<file path="config.mk">
export PLATFORM = sky130hd
export DESIGN_NAME = led_matrix_row_refresh_core
export DESIGN_NICKNAME = d
export VERILOG_FILES = /design/src/design/lmrr_pkg.sv /design/src/design/led_matrix_row_refresh_core.sv /design/src/design/lmrr_ctrl.sv /design/src/design/lmrr_dp.sv
export SDC_FILE = /design/constraint.sdc
export NUM_CORES = 1
export LEC_CHECK = 0
export BUFFER_PORTS_ARGS = -buffer_cell sky130_fd_sc_hd__buf_4
export CORE_UTILIZATION = 30
export DETAILED_ROUTE_END_ITERATION = 8
export HOLD_SLACK_MARGIN = 0.15
export PLACE_DENSITY = 0.5
export SLEW_MARGIN = 30
export SYNTH_ARGS = -nofsm -noshare
export SYNTH_HDL_FRONTEND = slang
export SYNTH_SLANG_ARGS = --single-unit
export TNS_END_PERCENT = 50
</file>
<file path="constraint.sdc">
create_clock -name clk -period 4.93 [get_ports clk]
set_input_delay 0.493 -clock clk [delete_from_list [all_inputs] [get_ports clk]]
set_output_delay 0.493 -clock clk [all_outputs]
set_load 0.005 [all_outputs]
</file>
<file path="src/design/lmrr_pkg.sv">
`timescale 1ns / 1ps
// ----------------------------------------------------------------------------
// lmrr_pkg
// Shared codes, register addresses and controller command type for the
// LED matrix row refresh core.
// ----------------------------------------------------------------------------
package lmrr_pkg;

  localparam logic [1:0] FUNC_WRITE   = 2'd0;
  localparam logic [1:0] FUNC_REFRESH = 2'd1;
  localparam logic [1:0] FUNC_INIT    = 2'd2;
  localparam logic [1:0] FUNC_CLEAR   = 2'd3;

  localparam logic [3:0] REG_DECODE    = 4'h9;
  localparam logic [3:0] REG_INTENSITY = 4'hA;
  localparam logic [3:0] REG_SCANLIMIT = 4'hB;
  localparam logic [3:0] REG_SHUTDOWN  = 4'hC;

  localparam logic [7:0] SHUTDOWN_NORMAL = 8'h01;
  localparam logic [7:0] DECODE_NONE     = 8'h00;

  localparam logic [2:0] ROW_LAST   = 3'd7;
  localparam logic [2:0] GROUP_LAST = 3'd3;

  localparam logic [1:0] GRP_SHUTDOWN  = 2'd0;
  localparam logic [1:0] GRP_INTENSITY = 2'd1;
  localparam logic [1:0] GRP_SCANLIMIT = 2'd2;
  localparam logic [1:0] GRP_DECODE    = 2'd3;

  localparam logic CFG_INTENSITY  = 1'b0;
  localparam logic CFG_SCAN_LIMIT = 1'b1;

  typedef struct packed {
    logic       wr;
    logic       clr;
    logic       fetch;
    logic       emit;
    logic       init;
    logic [2:0] row;
    logic [2:0] dev;
    logic       latch;
    logic       last;
  } cmd_t;

  function automatic logic [3:0] init_addr(input logic [1:0] grp);
    logic [3:0] a;
    unique case (grp)
      GRP_SHUTDOWN:  a = REG_SHUTDOWN;
      GRP_INTENSITY: a = REG_INTENSITY;
      GRP_SCANLIMIT: a = REG_SCANLIMIT;
      default:       a = REG_DECODE;
    endcase
    return a;
  endfunction

endpackage

</file>
<file path="src/design/led_matrix_row_refresh_core.sv">
`timescale 1ns / 1ps
// ----------------------------------------------------------------------------
// led_matrix_row_refresh_core
// Column store and register-word sequencer for a chain of 8x8 LED matrix
// drivers, with an APB-style register port for intensity and scan limit.
// ----------------------------------------------------------------------------
// Write and clear words are taken while the core is idle and produce no
// output. A refresh word produces 8*SEGMENTS register words and an init word
// 4*SEGMENTS, highest device first, one per cycle while out_ready is high;
// such an item holds in_ready low until its last word has been loaded into
// the output register, so no new word is taken during a sequence. The first
// device's columns are read into the read stage before the first word is
// formed, and the sequence waits while the output register is full and
// out_ready is low. The last word waits in the output register while the
// next input word is taken.
module led_matrix_row_refresh_core #(
  parameter int SEGMENTS = 4
) (
  input  logic        clk,
  input  logic        rst_n,
  input  logic        in_valid,
  output logic        in_ready,
  input  logic [1:0]  in_func,
  input  logic [5:0]  in_column_index,
  input  logic [7:0]  in_column_bits,
  output logic        out_valid,
  input  logic        out_ready,
  output logic [3:0]  out_reg_address,
  output logic [7:0]  out_reg_data,
  output logic [2:0]  out_device_index,
  output logic        out_latch,
  output logic        out_last,
  input  logic        cfg_psel,
  input  logic        cfg_penable,
  input  logic        cfg_pwrite,
  input  logic [2:0]  cfg_paddr,
  input  logic [31:0] cfg_pwdata,
  output logic [31:0] cfg_prdata,
  output logic        cfg_pready
);

  logic [3:0] intensity_r;
  logic [2:0] scan_limit_r;
  logic       cfg_wr;
  logic       out_free;

  lmrr_pkg::cmd_t cmd;

  assign cfg_wr     = cfg_psel && cfg_penable && cfg_pwrite;
  assign cfg_pready = 1'b1;

  always_ff @(posedge clk) begin
    if (!rst_n) begin
      intensity_r  <= 4'd0;
      scan_limit_r <= 3'd7;
    end else if (cfg_wr) begin
      if (cfg_paddr[2] == lmrr_pkg::CFG_INTENSITY) begin
        intensity_r <= cfg_pwdata[3:0];
      end else begin
        scan_limit_r <= cfg_pwdata[2:0];
      end
    end
  end

  always_comb begin
    if (cfg_paddr[2] == lmrr_pkg::CFG_SCAN_LIMIT) begin
      cfg_prdata = {29'd0, scan_limit_r};
    end else begin
      cfg_prdata = {28'd0, intensity_r};
    end
  end

  lmrr_ctrl #(
    .SEGMENTS (SEGMENTS)
  ) u_ctrl (
    .clk      (clk),
    .rst_n    (rst_n),
    .in_valid (in_valid),
    .in_func  (in_func),
    .in_ready (in_ready),
    .out_free (out_free),
    .cmd      (cmd)
  );

  lmrr_dp #(
    .SEGMENTS (SEGMENTS)
  ) u_dp (
    .clk              (clk),
    .rst_n            (rst_n),
    .cmd              (cmd),
    .in_column_index  (in_column_index),
    .in_column_bits   (in_column_bits),
    .intensity        (intensity_r),
    .scan_limit       (scan_limit_r),
    .out_free         (out_free),
    .out_valid        (out_valid),
    .out_ready        (out_ready),
    .out_reg_address  (out_reg_address),
    .out_reg_data     (out_reg_data),
    .out_device_index (out_device_index),
    .out_latch        (out_latch),
    .out_last         (out_last)
  );

endmodule

</file>
<file path="src/design/lmrr_ctrl.sv">
`timescale 1ns / 1ps
// ----------------------------------------------------------------------------
// lmrr_ctrl
// Sequencer: takes items, walks rows/groups and devices, issues fetch and
// emit commands to the datapath.
// ----------------------------------------------------------------------------
module lmrr_ctrl #(
  parameter int SEGMENTS = 4
) (
  input  logic              clk,
  input  logic              rst_n,
  input  logic              in_valid,
  input  logic [1:0]        in_func,
  output logic              in_ready,
  input  logic              out_free,
  output lmrr_pkg::cmd_t    cmd
);

  localparam logic [2:0] DEV_TOP = 3'(SEGMENTS - 1);

  typedef enum logic [0:0] {ST_IDLE, ST_RUN} state_t;

  state_t     state_r;
  logic       mode_init_r;
  logic       fin_r;
  logic [2:0] row_r;
  logic [2:0] dev_r;

  logic       idle;
  logic       start;
  logic       cur_init;
  logic [2:0] cur_row;
  logic [2:0] cur_dev;
  logic [2:0] row_max;
  logic       desc_latch;
  logic       desc_last;
  logic       step;

  always_comb begin
    idle       = (state_r == ST_IDLE);
    start      = idle && in_valid &&
                 (in_func == lmrr_pkg::FUNC_REFRESH || in_func == lmrr_pkg::FUNC_INIT);
    cur_init   = idle ? (in_func == lmrr_pkg::FUNC_INIT) : mode_init_r;
    cur_row    = idle ? 3'd0 : row_r;
    cur_dev    = idle ? DEV_TOP : dev_r;
    row_max    = cur_init ? lmrr_pkg::GROUP_LAST : lmrr_pkg::ROW_LAST;
    desc_latch = (cur_dev == 3'd0);
    desc_last  = desc_latch && (cur_row == row_max);
    step       = start || (!idle && out_free && !fin_r);

    in_ready   = idle;
    cmd        = '0;
    cmd.wr     = idle && in_valid && (in_func == lmrr_pkg::FUNC_WRITE);
    cmd.clr    = idle && in_valid && (in_func == lmrr_pkg::FUNC_CLEAR);
    cmd.emit   = !idle && out_free;
    cmd.fetch  = step;
    cmd.init   = cur_init;
    cmd.row    = cur_row;
    cmd.dev    = cur_dev;
    cmd.latch  = desc_latch;
    cmd.last   = desc_last;
  end

  always_ff @(posedge clk) begin
    if (!rst_n) begin
      state_r     <= ST_IDLE;
      mode_init_r <= 1'b0;
      fin_r       <= 1'b0;
      row_r       <= 3'd0;
      dev_r       <= 3'd0;
    end else begin
      unique case (state_r)
        ST_IDLE: begin
          if (start) begin
            state_r     <= ST_RUN;
            mode_init_r <= cur_init;
          end
        end
        ST_RUN: begin
          if (out_free && fin_r) begin
            state_r <= ST_IDLE;
          end
        end
        default: state_r <= ST_IDLE;
      endcase
      if (step) begin
        fin_r <= desc_last;
        if (desc_latch) begin
          dev_r <= DEV_TOP;
          row_r <= cur_row + 3'd1;
        end else begin
          dev_r <= cur_dev - 3'd1;
          row_r <= cur_row;
        end
      end
    end
  end

endmodule

</file>
<file path="src/design/lmrr_dp.sv">
`timescale 1ns / 1ps
// ----------------------------------------------------------------------------
// lmrr_dp
// Column memory with per-column valid bits, device-row read stage,
// transpose and the output word register.
// ----------------------------------------------------------------------------
module lmrr_dp #(
  parameter int SEGMENTS = 4
) (
  input  logic              clk,
  input  logic              rst_n,
  input  lmrr_pkg::cmd_t    cmd,
  input  logic [5:0]        in_column_index,
  input  logic [7:0]        in_column_bits,
  input  logic [3:0]        intensity,
  input  logic [2:0]        scan_limit,
  output logic              out_free,
  output logic              out_valid,
  input  logic              out_ready,
  output logic [3:0]        out_reg_address,
  output logic [7:0]        out_reg_data,
  output logic [2:0]        out_device_index,
  output logic              out_latch,
  output logic              out_last
);

  localparam int DEV_W = (SEGMENTS > 1) ? $clog2(SEGMENTS) : 1;
  localparam logic [6:0] NCOLS = 7'(SEGMENTS * 8);

  logic [7:0] mem_r [SEGMENTS][8];
  logic [7:0] vld_r [SEGMENTS];

  logic [7:0] rd_data_r [8];
  logic [7:0] rd_vld_r;
  logic       rd_init_r;
  logic [2:0] rd_row_r;
  logic [2:0] rd_dev_r;
  logic       rd_latch_r;
  logic       rd_last_r;

  logic       out_valid_r;
  logic [3:0] out_addr_r;
  logic [7:0] out_data_r;
  logic [2:0] out_dev_r;
  logic       out_latch_r;
  logic       out_last_r;

  logic             wr_hit;
  logic [DEV_W-1:0] wr_row;
  logic [2:0]       wr_col;
  logic [DEV_W-1:0] rd_addr;
  logic [7:0]       row_byte;
  logic [7:0]       init_data;
  logic [3:0]       word_addr;
  logic [7:0]       word_data;

  always_comb begin
    wr_hit  = ({1'b0, in_column_index} < NCOLS);
    wr_row  = in_column_index[3 +: DEV_W];
    wr_col  = in_column_index[2:0];
    rd_addr = cmd.dev[DEV_W-1:0];
  end

  always_ff @(posedge clk) begin
    if (cmd.wr && wr_hit) begin
      mem_r[wr_row][wr_col] <= in_column_bits;
    end
  end

  always_ff @(posedge clk) begin
    if (!rst_n) begin
      for (int i = 0; i < SEGMENTS; i++) begin
        vld_r[i] <= 8'd0;
      end
    end else if (cmd.clr) begin
      for (int i = 0; i < SEGMENTS; i++) begin
        vld_r[i] <= 8'd0;
      end
    end else if (cmd.wr && wr_hit) begin
      vld_r[wr_row][wr_col] <= 1'b1;
    end
  end

  // one device's eight columns per fetch
  always_ff @(posedge clk) begin
    if (cmd.fetch) begin
      rd_data_r  <= mem_r[rd_addr];
      rd_vld_r   <= vld_r[rd_addr];
      rd_init_r  <= cmd.init;
      rd_row_r   <= cmd.row;
      rd_dev_r   <= cmd.dev;
      rd_latch_r <= cmd.latch;
      rd_last_r  <= cmd.last;
    end
  end

  always_comb begin
    for (int b = 0; b < 8; b++) begin
      row_byte[b] = rd_vld_r[b] & rd_data_r[b][rd_row_r];
    end
    unique case (rd_row_r[1:0])
      lmrr_pkg::GRP_SHUTDOWN:  init_data = lmrr_pkg::SHUTDOWN_NORMAL;
      lmrr_pkg::GRP_INTENSITY: init_data = {4'd0, intensity};
      lmrr_pkg::GRP_SCANLIMIT: init_data = {5'd0, scan_limit};
      default:                 init_data = lmrr_pkg::DECODE_NONE;
    endcase
    word_addr = rd_init_r ? lmrr_pkg::init_addr(rd_row_r[1:0]) : ({1'b0, rd_row_r} + 4'd1);
    word_data = rd_init_r ? init_data : row_byte;
  end

  always_ff @(posedge clk) begin
    if (!rst_n) begin
      out_valid_r <= 1'b0;
    end else if (cmd.emit) begin
      out_valid_r <= 1'b1;
    end else if (out_ready) begin
      out_valid_r <= 1'b0;
    end
  end

  always_ff @(posedge clk) begin
    if (cmd.emit) begin
      out_addr_r  <= word_addr;
      out_data_r  <= word_data;
      out_dev_r   <= rd_dev_r;
      out_latch_r <= rd_latch_r;
      out_last_r  <= rd_last_r;
    end
  end

  assign out_free         = !out_valid_r || out_ready;
  assign out_valid        = out_valid_r;
  assign out_reg_address  = out_addr_r;
  assign out_reg_data     = out_data_r;
  assign out_device_index = out_dev_r;
  assign out_latch        = out_latch_r;
  assign out_last         = out_last_r;

endmodule

</file>
==> flow_summary.json <==
{
  "path_cells": "and4bb_1 -> nand4b_1 -> nor2_1",
  "yosys_register_bits": 403,
  "start_util_pct": 30.3,
  "final-seq-area_mm2": 0.0116,
  "crit_start": "u_ctrl.state_r",
  "drive_gt1_share_pct": 12.0,
  "core_mm2": 0.0526,
  "worstSetupPathType": "register to register",
  "min-delay-start": "cfg_pwdata[2]",
  "drt_iter0_markers": 481,
  "met2_length_um": 16500,
  "grt_start_max_net_pins": 121,
  "via_per_inst": 4.66,
  "drv_cap": 0,
  "status": "finished with violations",
  "reg2reg_to": "u_dp.mem_r[3][56]",
  "fin_worst_skew_ps": 11.5,
  "drc": 1,
  "die_x_um": 233,
  "slowest_stage": "nor2_1",
  "grt_first_pass_wirelength_um": 52800,
  "ant_nets": 0,
  "tightest_slew_ps": 942,
  "ioPinCount": 110,
  "ir_worst_vdd_v": 0.000182,
  "area_delta_synth_final_pct": 13.9,
  "final-max-slew-violation-count": 0,
  "fin_nets": 1229,
  "place_worst_setup_slack_ps": 1890,
  "clkTransAtPathRegs_ps": 60,
  "setup-violations-final": 0,
  "first_pass_iters": 8,
  "clkSinkCount": 403,
  "gp_congestion": 0.731,
  "cp-start-kind": "register",
  "cts_buffers": 42,
  "pwr-share-clk_pct": 39.9,
  "yosysSeqAreaShare_pct": 72.8,
  "tns_ps": 0,
  "grt_pass1_vias": 8632,
  "diodes": 0,
  "track_usage_pct": 12.9,
  "rsz0062_at_grt": "no",
  "max_slew_margin_pct": 37.0,
  "antenna_found_initial": 0,
  "overflow": 0,
  "cts_setup_buffers": 0,
  "slowest_delay_ps": 800,
  "async_reset_ff_share_pct": 0,
  "io_buffers": 50,
  "vias": 8758,
  "holdPathStages": 3,
  "setup.worst_path.end_class": "register",
  "leakage_nw": 6.02,
  "finalCriticalPeriod_ps": 2780,
  "whs_ps": 184,
  "layout_common_cells": "edfxtp_1, nand2_1, nor2b_1, a31oi_1, a211oi_1",
  "r2r_start": "u_ctrl.state_r",
  "p_seq_share_pct": 53.2,
  "power_density_mw_per_mm2": 402,
  "period_share_pct": 56.4,
  "die_y_um": 233,
  "hold_path.class": "primary input to register",
  "rr_worst_depth": 3,
  "netlist_area_mm2": 0.0159,
  "switchingPower_mw": 1.61,
  "clockBufferDepth": 3,
  "finalPower_mw": 7.31,
  "final_common_cell": "edfxtp_1",
  "multi_input_area_mm2": 0.00391,
  "synth-warning-count": 0,
  "die_area_mm2": 0.0541,
  "p_sw_share_pct": 22.1,
  "critPathMaxFanout": 17,
  "hold_violations": 0,
  "wirelength_um": 34700,
  "clk_latency_ps": 540,
  "synth_edf_count": 354,
  "wl_met3_um": 1500,
  "worstPathRequired_ps": 5090,
  "setup_slack_ps": 2150,
  "fill_cells": 5046,
  "post_drt_wl_per_cell_um": 18.5,
  "ys.flop_type": "edfxtp_1",
  "hold_buffers": 0,
  "clockRootBuffer": "clkbuf_16",
  "avgSynthCellArea_um2": 14.2,
  "crit_arrival_ps": 2940,
  "place_hpwl_um": 19500,
  "reg2reg_slack_ps": 2150,
  "num_rows": 84,
  "post_cts_resized": 0,
  "post-route-util_pct": 34.6,
  "hold_path_end": "scan_limit_r[2]",
  "syn_inst": 1122,
  "failed_checks": "design-rule violations",
  "max_freq_ghz": 0.360,
  "htree_num_levels": 2,
  "m1WireLength_um": 16000,
  "power.internal_mw": 5.69,
  "combPwrFrac_pct": 6.8,
  "routed.top_layer": "met4",
  "ys_types": 51,
  "cts_tree": "done"
}
==> state kept, by name, summed over array words and instances (netlist names), 4 cells and up <==
register / flops
u_dp.rd_vld_r: 8
intensity_r: 4
u_dp.out_reg_address: 4
u_dp.rd_data_r: 64
u_dp.out_reg_data: 8
u_dp.vld_r: 32
u_dp.mem_r: 256
==> per-layer routing <==
| layer | global-route usage (%) | up-vias |
|---|---|---|
| li1 | - | 4199 |
| met1 | 17.1 | 4326 |
| met2 | 21.7 | 188 |
| met3 | 2.12 | 45 |
| met4 | 3.76 | 0 |
| met5 | 0 | - |
==> worst max-delay path: cells and delay by family, from the launching register on <==
kind,cells,cell delay [ps]
simple gates,3,1880
flops,1,510
==> Yosys cell counts, types with 5 or more instances <==
master / n / area, um^2
buf_4: 36 / 270
nor3b_1: 5 / 37.5
inv_1: 8 / 30.0
dfxtp_1: 49 / 981
a21oi_1: 13 / 65.1
buf_2: 18 / 90.1
a211oi_1: 72 / 541
mux2i_1: 27 / 270
nor2b_1: 85 / 532
a22oi_1: 5 / 37.5
nand4_1: 5 / 31.3
o21a_1: 18 / 135
mux4_2: 9 / 203
ha_1: 12 / 150
clkbuf_1: 34 / 128
nand2_1: 170 / 638
and2_1: 5 / 31.3
nor2_1: 53 / 199
nand2b_1: 7 / 43.8
nand3_1: 6 / 30.0
edfxtp_1: 354 / 10600
o22ai_1: 5 / 31.3
a31oi_1: 76 / 475
==> how the worst max path moves through the flow <==
stage / to / slack (ps) / cells after the start
2_1_floorplan: u_dp.mem_r[3][0] / 2850 / 7
3_3_place_gp: u_ctrl.row_r[2] / 1950 / 8
3_5_place_dp: u_dp.mem_r[3][29] / 1890 / 6
4_1_cts: u_ctrl.row_r[2] / 1940 / 8
5_1_grt: u_ctrl.row_r[2] / 1890 / 8
6_report: u_dp.mem_r[3][56] / 2150 / 3
==> final cells by class <==
| type | count | share of cell area, % |
|---|---|---|
| flip-flops and latches | 403 | 63.9 |
| multi-input cells | 641 | 21.5 |
| repair buffers | 61 | 2.68 |
| clock buffers | 70 | 6.72 |
| well taps | 688 | 4.74 |
| inverters | 10 | 0.214 |
| clock inverters | 6 | 0.179 |
==> power by group through the flow <==
stage | Clock (mW) | Combinational, mW | Sequential (mW)
5_1_grt | 3.12 | 0.557 | 3.90
2_1_floorplan | 0 | 0.337 | 3.93
3_5_place_dp | 0 | 0.505 | 3.96
4_1_cts | 3.00 | 0.507 | 3.89
3_3_place_gp | 0 | 0.500 | 3.96
6_report | 2.92 | 0.500 | 3.89
==> through the flow <==
step	area (um^2)	std cells
finish	18200	1879
global route	18200	1879
global placement	16900	1802
floorplan	16000	1149
CTS	18100	1878
detailed placement	16900	1802
==> logic make-up (layout without fill, tap and decap cells) <==
| group | count (synthesis) | after routing | share of synthesized area (%) |
|---|---|---|---|
| mux | 40 | 40 | 3.25 |
| buf+inv | 105 | 147 | 3.52 |
| xor+xnor | 2 | 2 | 0.110 |
| fa+ha+maj | 12 | 12 | 0.942 |
| simple gates | 352 | 352 | 10.5 |
| other cells | 2 | 29 | 0.0471 |
| compound gates | 206 | 206 | 8.84 |
| flops | 403 | 403 | 72.8 |
Note: power is estimated with default switching activity, not from simulation.
